===== src/rtl/spq_pkg.sv =====
package spq_pkg;

   localparam int VALUE_WIDTH      = 32;
   localparam int OCC_WIDTH        = 5;
   localparam int DEFAULT_CAPACITY = 16;

   localparam logic FUNC_INSERT = 1'b0;
   localparam logic FUNC_REMOVE = 1'b1;

   typedef struct packed {
      logic                          func;
      logic signed [VALUE_WIDTH-1:0] value;
   } req_type;

   typedef struct packed {
      logic signed [VALUE_WIDTH-1:0] removed_value;
      logic                          underflow;
      logic                          overflow;
      logic signed [VALUE_WIDTH-1:0] head_value;
      logic                          is_empty;
      logic [OCC_WIDTH-1:0]          occupancy;
   } rsp_type;

   // commands from the controller to the datapath
   typedef struct packed {
      logic load;
      logic exec;
   } cmd_type;

endpackage


===== src/rtl/spq_ctrl.sv =====
module spq_ctrl
   import spq_pkg::*;
(
   input  logic    clock,
   input  logic    reset,
   input  logic    start,
   output logic    busy,
   output logic    rsp_valid,
   output cmd_type cmd
);

   typedef enum logic {
      ST_IDLE,
      ST_EXEC
   } state_type;

   state_type state_ff, state_in;
   logic      rsp_valid_ff, rsp_valid_in;

   assign busy     = (state_ff == ST_EXEC);
   assign cmd.load = start && !busy;
   assign cmd.exec = (state_ff == ST_EXEC);

   always_comb begin
      state_in     = state_ff;
      rsp_valid_in = 1'b0;
      case (state_ff)
         ST_IDLE: begin
            if (start) begin
               state_in = ST_EXEC;
            end
         end
         ST_EXEC: begin
            state_in     = ST_IDLE;
            rsp_valid_in = 1'b1;
         end
         default: begin
            state_in = ST_IDLE;
         end
      endcase
   end

   always_ff @(posedge clock) begin
      if (reset) begin
         state_ff     <= ST_IDLE;
         rsp_valid_ff <= 1'b0;
      end else begin
         state_ff     <= state_in;
         rsp_valid_ff <= rsp_valid_in;
      end
   end

   assign rsp_valid = rsp_valid_ff;

endmodule


===== src/rtl/spq_datapath.sv =====
module spq_datapath
   import spq_pkg::*;
#(
   parameter int CAPACITY = DEFAULT_CAPACITY
)
(
   input  logic    clock,
   input  logic    reset,
   input  cmd_type cmd,
   input  req_type req_item,
   output rsp_type rsp_item
);

   localparam int CNT_W = $clog2(CAPACITY + 1);

   logic signed [VALUE_WIDTH-1:0] entry_ff [CAPACITY];
   logic signed [VALUE_WIDTH-1:0] entry_in [CAPACITY];
   logic [CNT_W-1:0]              count_ff, count_in;
   req_type                       req_ff;
   rsp_type                       rsp_ff, rsp_in;
   logic [CAPACITY-1:0]           lt;
   logic                          full;
   logic                          empty;

   assign full  = (count_ff == CNT_W'(CAPACITY));
   assign empty = (count_ff == '0);

   // each cell compares its own entry with the incoming value
   always_comb begin
      for (int i = 0; i < CAPACITY; i++) begin
         lt[i] = (CNT_W'(i) < count_ff) && (entry_ff[i] < req_ff.value);
      end
   end

   always_comb begin
      entry_in             = entry_ff;
      count_in             = count_ff;
      rsp_in.removed_value = '0;
      rsp_in.underflow     = 1'b0;
      rsp_in.overflow      = 1'b0;
      if (req_ff.func == FUNC_INSERT) begin
         if (full) begin
            rsp_in.overflow = 1'b1;
         end else begin
            // cells below the slot hold, the slot takes the value, cells above shift up
            if (!lt[0]) begin
               entry_in[0] = req_ff.value;
            end
            for (int i = 1; i < CAPACITY; i++) begin
               if (!lt[i]) begin
                  entry_in[i] = lt[i-1] ? req_ff.value : entry_ff[i-1];
               end
            end
            count_in = count_ff + 1'b1;
         end
      end else begin
         if (empty) begin
            rsp_in.underflow = 1'b1;
         end else begin
            rsp_in.removed_value = entry_ff[0];
            for (int i = 0; i < CAPACITY - 1; i++) begin
               entry_in[i] = entry_ff[i+1];
            end
            count_in = count_ff - 1'b1;
         end
      end
      rsp_in.is_empty   = (count_in == '0);
      rsp_in.head_value = (count_in == '0) ? '0 : entry_in[0];
      rsp_in.occupancy  = OCC_WIDTH'(count_in);
   end

   always_ff @(posedge clock) begin
      if (reset) begin
         count_ff <= '0;
      end else if (cmd.exec) begin
         count_ff <= count_in;
      end
   end

   always_ff @(posedge clock) begin
      if (cmd.load) begin
         req_ff <= req_item;
      end
      if (cmd.exec) begin
         entry_ff <= entry_in;
         rsp_ff   <= rsp_in;
      end
   end

   assign rsp_item = rsp_ff;

endmodule


===== src/rtl/sorted_min_priority_queue_core.sv =====
// channel   ports                         transaction
// request   start, busy, req_item         taken when start is high and busy is low
// response  rsp_valid, rsp_item           one-cycle strobe, cannot be held off
//
// each request is first captured, then every cell of the sorted shift chain
// compares and moves in parallel; busy is high during that second step.
// the result strobes in the cycle after, when a new request may already be taken.
// reset clears the controller and the entry count; entries need no clearing.
// the receiver cannot stall, so nothing backs up behind a result.
module sorted_min_priority_queue_core
   import spq_pkg::*;
#(
   parameter int CAPACITY = DEFAULT_CAPACITY
)
(
   input  logic    clock,
   input  logic    reset,
   input  logic    start,
   output logic    busy,
   input  req_type req_item,
   output logic    rsp_valid,
   output rsp_type rsp_item
);

   cmd_type cmd;

   spq_ctrl u_ctrl (
      .clock     (clock),
      .reset     (reset),
      .start     (start),
      .busy      (busy),
      .rsp_valid (rsp_valid),
      .cmd       (cmd)
   );

   spq_datapath #(
      .CAPACITY (CAPACITY)
   ) u_datapath (
      .clock    (clock),
      .reset    (reset),
      .cmd      (cmd),
      .req_item (req_item),
      .rsp_item (rsp_item)
   );

   a_accept_then_busy: assert property (@(posedge clock) disable iff (reset)
      start && !busy |=> busy)
      else $error("accepted request did not start execution");

   a_busy_then_rsp: assert property (@(posedge clock) disable iff (reset)
      busy |=> rsp_valid && !busy)
      else $error("execution did not produce exactly one response");

   a_flags_exclusive: assert property (@(posedge clock) disable iff (reset)
      rsp_valid |-> !(rsp_item.underflow && rsp_item.overflow))
      else $error("underflow and overflow both set");

   a_empty_head: assert property (@(posedge clock) disable iff (reset)
      rsp_valid && rsp_item.is_empty |-> rsp_item.head_value == '0)
      else $error("empty queue shows a nonzero head");

endmodule


===== config.mk =====
export PLATFORM = sky130hd
export DESIGN_NAME = sorted_min_priority_queue_core
export DESIGN_NICKNAME = d
export VERILOG_FILES = /design/src/rtl/spq_pkg.sv /design/src/rtl/spq_ctrl.sv /design/src/rtl/spq_datapath.sv /design/src/rtl/sorted_min_priority_queue_core.sv
export SDC_FILE = /design/constraint.sdc
export NUM_CORES = 2
export LEC_CHECK = 0
export ABC_CLOCK_PERIOD_IN_PS = 10100
export BUFFER_PORTS_ARGS = -buffer_cell sky130_fd_sc_hd__buf_2
export CAP_MARGIN = 20
export CORE_MARGIN = 2
export CORE_UTILIZATION = 55
export DETAILED_ROUTE_END_ITERATION = 16
export PLACE_DENSITY = 0.72
export REMOVE_ABC_BUFFERS = 1
export SYNTH_ARGS = -nofsm -noshare
export SYNTH_HDL_FRONTEND = slang
export SYNTH_HIERARCHICAL = 1
export SYNTH_SLANG_ARGS = --single-unit

===== constraint.sdc =====
create_clock -name clock -period 10.1 [get_ports clock]
set_input_delay 1.515 -clock clock [delete_from_list [all_inputs] [get_ports clock]]
set_output_delay 1.515 -clock clock [all_outputs]
set_load 0.03 [all_outputs]

==> Word-level counts from Yosys, hierarchy flattened <==
Cells that the tools add are included.
{ "totals": {"regBits": 624, "wordCells": 160} }
{ "classes": {"add_sub_neg": 2, "n_lt_le_gt_ge": 32, "n_eq_ne": 17, "muxes": 42, "n_bitwise": 4, "n_reduce_logical": 36} }
{ "op_table": {"columns": ["operator", "n"], "rows": [
  ["32-bit two-way mux", 31],
  ["480-bit two-way mux", 2],
  ["32-bit less-than comparator", 16],
  ["512-bit two-way mux", 1],
  ["4-bit AND reduction", 15],
  ["4-bit by 5-bit less-than comparator with 1-bit output (first input constant)", 8],
  ["2-bit by 1-bit inequality test with 1-bit output (second input constant)", 15],
  ["3-bit by 5-bit less-than comparator with 1-bit output (first input constant)", 4],
  ["1-bit logical AND", 17],
  ["5-bit two-way mux", 3],
  ["5-bit logical NOT", 2],
  ["1-bit by 5-bit less-than comparator with 1-bit output (first input constant)", 2],
  ["2-bit by 5-bit less-than comparator with 1-bit output (first input constant)", 2],
  ["5-bit by 1-bit adder with 5-bit output (second input constant)", 1],
  ["5-bit == test (second input constant)", 1],
  ["5-bit by 1-bit subtractor with 5-bit output (second input constant)", 1],
  ["1-bit two-way mux", 4],
  ["1-bit NOT", 4],
  ["2-bit inequality test (second input constant)", 1],
  ["1-bit one-hot mux with 2 select lines", 1],
  ["2-bit OR reduction", 1],
  ["1-bit logical NOT", 1]
]} }

==> Longest topological paths before layout <==
{ "logic_depth": {"word_depth": 6, "ltp_mapped": 13} }

==> By module <==
Netlist, hierarchy kept.
{ "modules_own_cells": {"columns": ["module", "n_inst", "cells_per_inst", "area_each_um2"], "rows": [
  ["spq_datapath", 1, 4083, 42883.6],
  ["spq_ctrl", 1, 6, 75.1]
]} }

==> Least setup slack after synthesis <==
Ideal clock, no wire load.
{ "synth_path": {"path_type": "reg-to-reg", "startpoint": "register u_datapath/req_ff[1] in the netlist's numbering", "endpoint": "register u_datapath/entry_ff[160] in the netlist's numbering (enable)", "setup_ns": 0.421, "arrival_ns": 4.281, "path_slack_ns": 5.398, "stages_incl_launch_ff": 11, "period_less_slack_ns": 4.702, "path_cell_list": "edfxtp_1 > inv_1 > ha_1 > a2111oi_0 > o31ai_1 > a211o_1 > a221oi_2 > mux2i_1 > buf_2 > nor2_1 > nor2_1"} }
{ "synth_via": {"elab_chain_len": 4} }
{ "synth_rtl": {"columns": ["item", "line", "rtl"], "rows": [
  ["start, declared", "spq_datapath.sv:19", "req_type req_ff;"],
  ["start signal, assigned", "spq_datapath.sv:82", "req_ff <= req_item;"],
  ["32-bit less-than comparator", "spq_datapath.sv:31", "lt[i] = (CNT_W'(i) < count_ff) && (entry_ff[i] < req_ff.value);"],
  ["1-bit logical AND", "spq_datapath.sv:31", null],
  ["2-bit by 1-bit inequality test with 1-bit output (no source line)", null, null],
  ["4-bit AND reduction (no source line)", null, null],
  ["end signal, assigned", "spq_datapath.sv:85", "entry_ff <= entry_in;"],
  ["end, declared", "spq_datapath.sv:16", "logic signed [VALUE_WIDTH-1:0] entry_ff [CAPACITY];"]
]} }
No other way between the ends.
A chain may end at the register's enable or synchronous reset.

==> results.md <==
- Status: finished clean
- Setup Skew: approximately 29 ps
- Critical path cell sequence: inv_1 > ha_1 > o21ai_0 > nor2_1 > o311ai_0 > a31oi_1 > o221ai_1 > o211ai_1 > nor2_4 > a221o_1
- DR vias/cell: roughly 6.9
- Inst Count DP: just over 5000
- CTS tree: built
- Post-layout min period: 5160 ps
- Sequential share of the synthesized area: between 40% and 50%
- Final core occ: 60.7%
- Synth-to-layout area growth: 9.32%
- Area share of and/or/nand/nor cells after synthesis: 14.1%
- # hold bufs at CTS: 0
- Hold Path Sink: u_datapath/entry_ff[32]$_DFFE_PP_
- Synth top area share: 43.1%
- Peak supply drop: between 0.0001 and 0.00015 V
- Cell Rows: a little over 100
- Leak: 19.9 nW
- Max incr delay on CP: 800 ps
- Main combinational cell family by area after synthesis: compound AO/OA/AOI/OAI gates
- Largest net degree at the start of global routing: 196
- Crit path max-delay family: compound AO/OA/AOI/OAI gates
- Worst-path clk slew: 60 ps
- R2R Setup Slk: approximately 5000 ps
- Most frequent cell after synthesis: edfxtp_1
- Final Hold Fails: 0
- Hold Path Class: reg -> reg
- Endpoint class of the critical path: register
- Die Ht: 283 um
- Wire length per cell: 26.1 um
- Multiplexer share of the synthesized area: 7.78%
- Initial DRC Count: 3770
- Final Max Tran Viols: 0
- Htree depth: 3
- Mapped Avg Cell Area: 10.5 sq um
- First-pass GRT wire length: 209000 um
- Remaining DRCs: 0
- Initial Util: 55.5%
- # IOs: 110
- Root buf cell: clkbuf_16
- RSZ-0062 raised after global routing: no
- Die width: around 280 um
- Final HPWL DP: ~92000 um
- Antenna cells: 0
- Setup crit start kind: register
- Initial antenna violation count: 1
- Final #Nets: between 4000 and 5000
- Vias: 35800
- Crit path max-delay cell type: nor2_4
- Core footprint: 0.0773 sq mm
- Post-synth top flop: edfxtp_1
- Non-Filler Instances: roughly 5200
- Post-Syn Instances: between 4000 and 5000
- Gr usage total: 32.7%
- Worst-Margin Slew: 1110 ps
- Worst slew margin: 26.2%
- Post-route antenna net violation count: 0
- EDFF count, synth: 617
- Worst EP required: ~11000 ps
- IO buf count: 109
- # resized after CTS: 0
- Final instance area: around 0.047 sq mm
- Inserted Clock Buffers: 73
- Post-synthesis compound-gate area fraction: 16.6%
- Final setup vio count: 0
- Critical Path AT: 5640 ps
- CTS Sinks: 624
- Synthesized flop and latch total: 624
- Top cell type by total area after synthesis: edfxtp_1
- Max Freq: 0.194 GHz
- Post-synthesis xor/xnor area fraction: 0.0816%
- GRT overflow: 0
- R2R Path End: u_datapath/entry_ff[240]$_DFFE_PP_
- Max Cap Viol: 0
- GP Congestion: 0.944
- Largest cells by area after synthesis: edfxtp_1, ha_1, mux2i_1
- Critical R2R Launch: u_datapath/req_ff[1]$_DFFE_PP_
- Buf+Inv Stages, Crit Path: 1
- Synth cell count leaders: edfxtp_1, ha_1, nand2_1
- Post CTS Setup Buffer Count: 0
- Final worst-path cycle share: 51.1%
- Setup Crit Path Kind: reg -> reg
- R2R cell count: 10
- Post-synthesis adder-cell area fraction: around 15%
- Worst hold path depth: 2
- Routed WL: 135000 um
- Power per cell area: 153 mW/mm^2
- Cell area after synthesis: 0.0430 sq mm
- Ys Warns: 6
- Hold_sp: u_datapath/entry_ff[0]$_DFFE_PP_
- Post-DP Area: 0.0447 sq mm
- Max Root-Sink Buffers: 3
- Vias in the first global route: 34900
- Clock Latency Late Sink: 640 ps
- Share of post-route cells with drive strength above 1: 9.77%
- DRT Pass-1 Iters: 6
- Hold Slack: 557 ps
- Setup TNS: 0 ps
- Distinct cell type count of the synthesized netlist: 77
- Async set-or-reset flop fraction in the synthesized netlist: 0%
- Die area: 0.0804 sq mm
- CP max FO: 32
==> layout make-up <==
cell class | instances | area [sq um]
clock buffers | 93 | 1950
clock inverters | 39 | 338
fillers | 6484 | 30400
inverters | 49 | 184
multi-input cells | 3106 | 23100
flip-flops and latches | 624 | 18700
well taps | 1040 | 1300
repair buffers | 214 | 1370
==> cell families (layout without fill, tap and decap cells) <==
logic type	Yosys count	count (layout)
compound gates	1057	1057
mux	328	328
buf+inv	359	395
flops	624	624
simple gates	1218	1218
xor+xnor	4	4
fa+ha+maj	499	499
==> where the power goes <==
group	switching [mW]	internal, mW
clock network	1.13	1.48
registers	0.149	3.05
logic	0.890	0.470
total	2.16	5.00
==> flip-flops by register name, indices dropped and copies added, names as in the netlist <==
name	flops
u_ctrl/rsp_valid	1
u_ctrl/busy	1
u_datapath/entry_ff	512
u_datapath/rsp_item	72
u_datapath/count_ff	5
u_datapath/req_ff	33
==> worst max-delay path by stage <==
| stage | from | cells past startpoint | to | slack, ps |
|---|---|---|---|---|
| 2_1_floorplan | u_datapath/req_ff[32]$_DFFE_PP_ | 7 | u_datapath/rsp_item[10]$_SDFFCE_PP0P_ | -7430 |
| 3_3_place_gp | u_datapath/req_ff[9]$_DFFE_PP_ | 12 | u_datapath/entry_ff[417]$_DFFE_PP_ | 5210 |
| 3_5_place_dp | u_datapath/req_ff[9]$_DFFE_PP_ | 12 | u_datapath/entry_ff[417]$_DFFE_PP_ | 5160 |
| 4_1_cts | u_datapath/req_ff[9]$_DFFE_PP_ | 12 | u_datapath/entry_ff[433]$_DFFE_PP_ | 5110 |
| 5_1_grt | u_datapath/req_ff[1]$_DFFE_PP_ | 10 | u_datapath/entry_ff[240]$_DFFE_PP_ | 4860 |
| 6_report | u_datapath/req_ff[1]$_DFFE_PP_ | 10 | u_datapath/entry_ff[240]$_DFFE_PP_ | 4940 |
==> layout by cell type, fill, tap and decap left out, types with 18 or more instances in the layout <==
master     netlist  routed
edfxtp_1       617     617
ha_1           499     499
nand2_1        448     447
o21ai_0        293     293
mux2i_1        293     292
nand3_1        207     207
and3_1         166     166
a21oi_1        166     160
a21o_1         147     147
buf_2           24     110
o211ai_1       108     108
nand4_1        106     106
buf_4           15     101
a32oi_1         98      98
nor3_1          78      78
clkbuf_16        0      74
nor2_1          77      68
a221o_1         67      67
a211oi_1        52      52
inv_1           48      48
or4_1           34      34
mux2_2          33      33
o21ai_1         29      27
nand2b_1        24      23
o21a_1          18      18
==> per-layer routing <==
metal  part of all wire (%)  GRT usage (%)
met1                     41           44.7
met3                    9.3           5.72
met4                    4.1           13.3
met5                 0.0052              0
met2                     46           51.5
==> metrics by stage <==
stage | power [mW] | worst slack [ps]
floorplan | 4.14 | -7430
global placement | 4.53 | 5210
detailed placement | 4.56 | 5160
CTS | 7.14 | 5110
global route | 7.41 | 4860
finish | 7.16 | 4940
==> worst register-to-register path, cell delays in order, from the launching register on <==
cell and delay, ps:
edfxtp_1 770, inv_1 610, ha_1 480, o21ai_0 180
nor2_1 50, o311ai_0 720, a31oi_1 300, o221ai_1 510
o211ai_1 260, nor2_4 800, a221o_1 320
No activity file was read; power rests on OpenSTA's default activity.
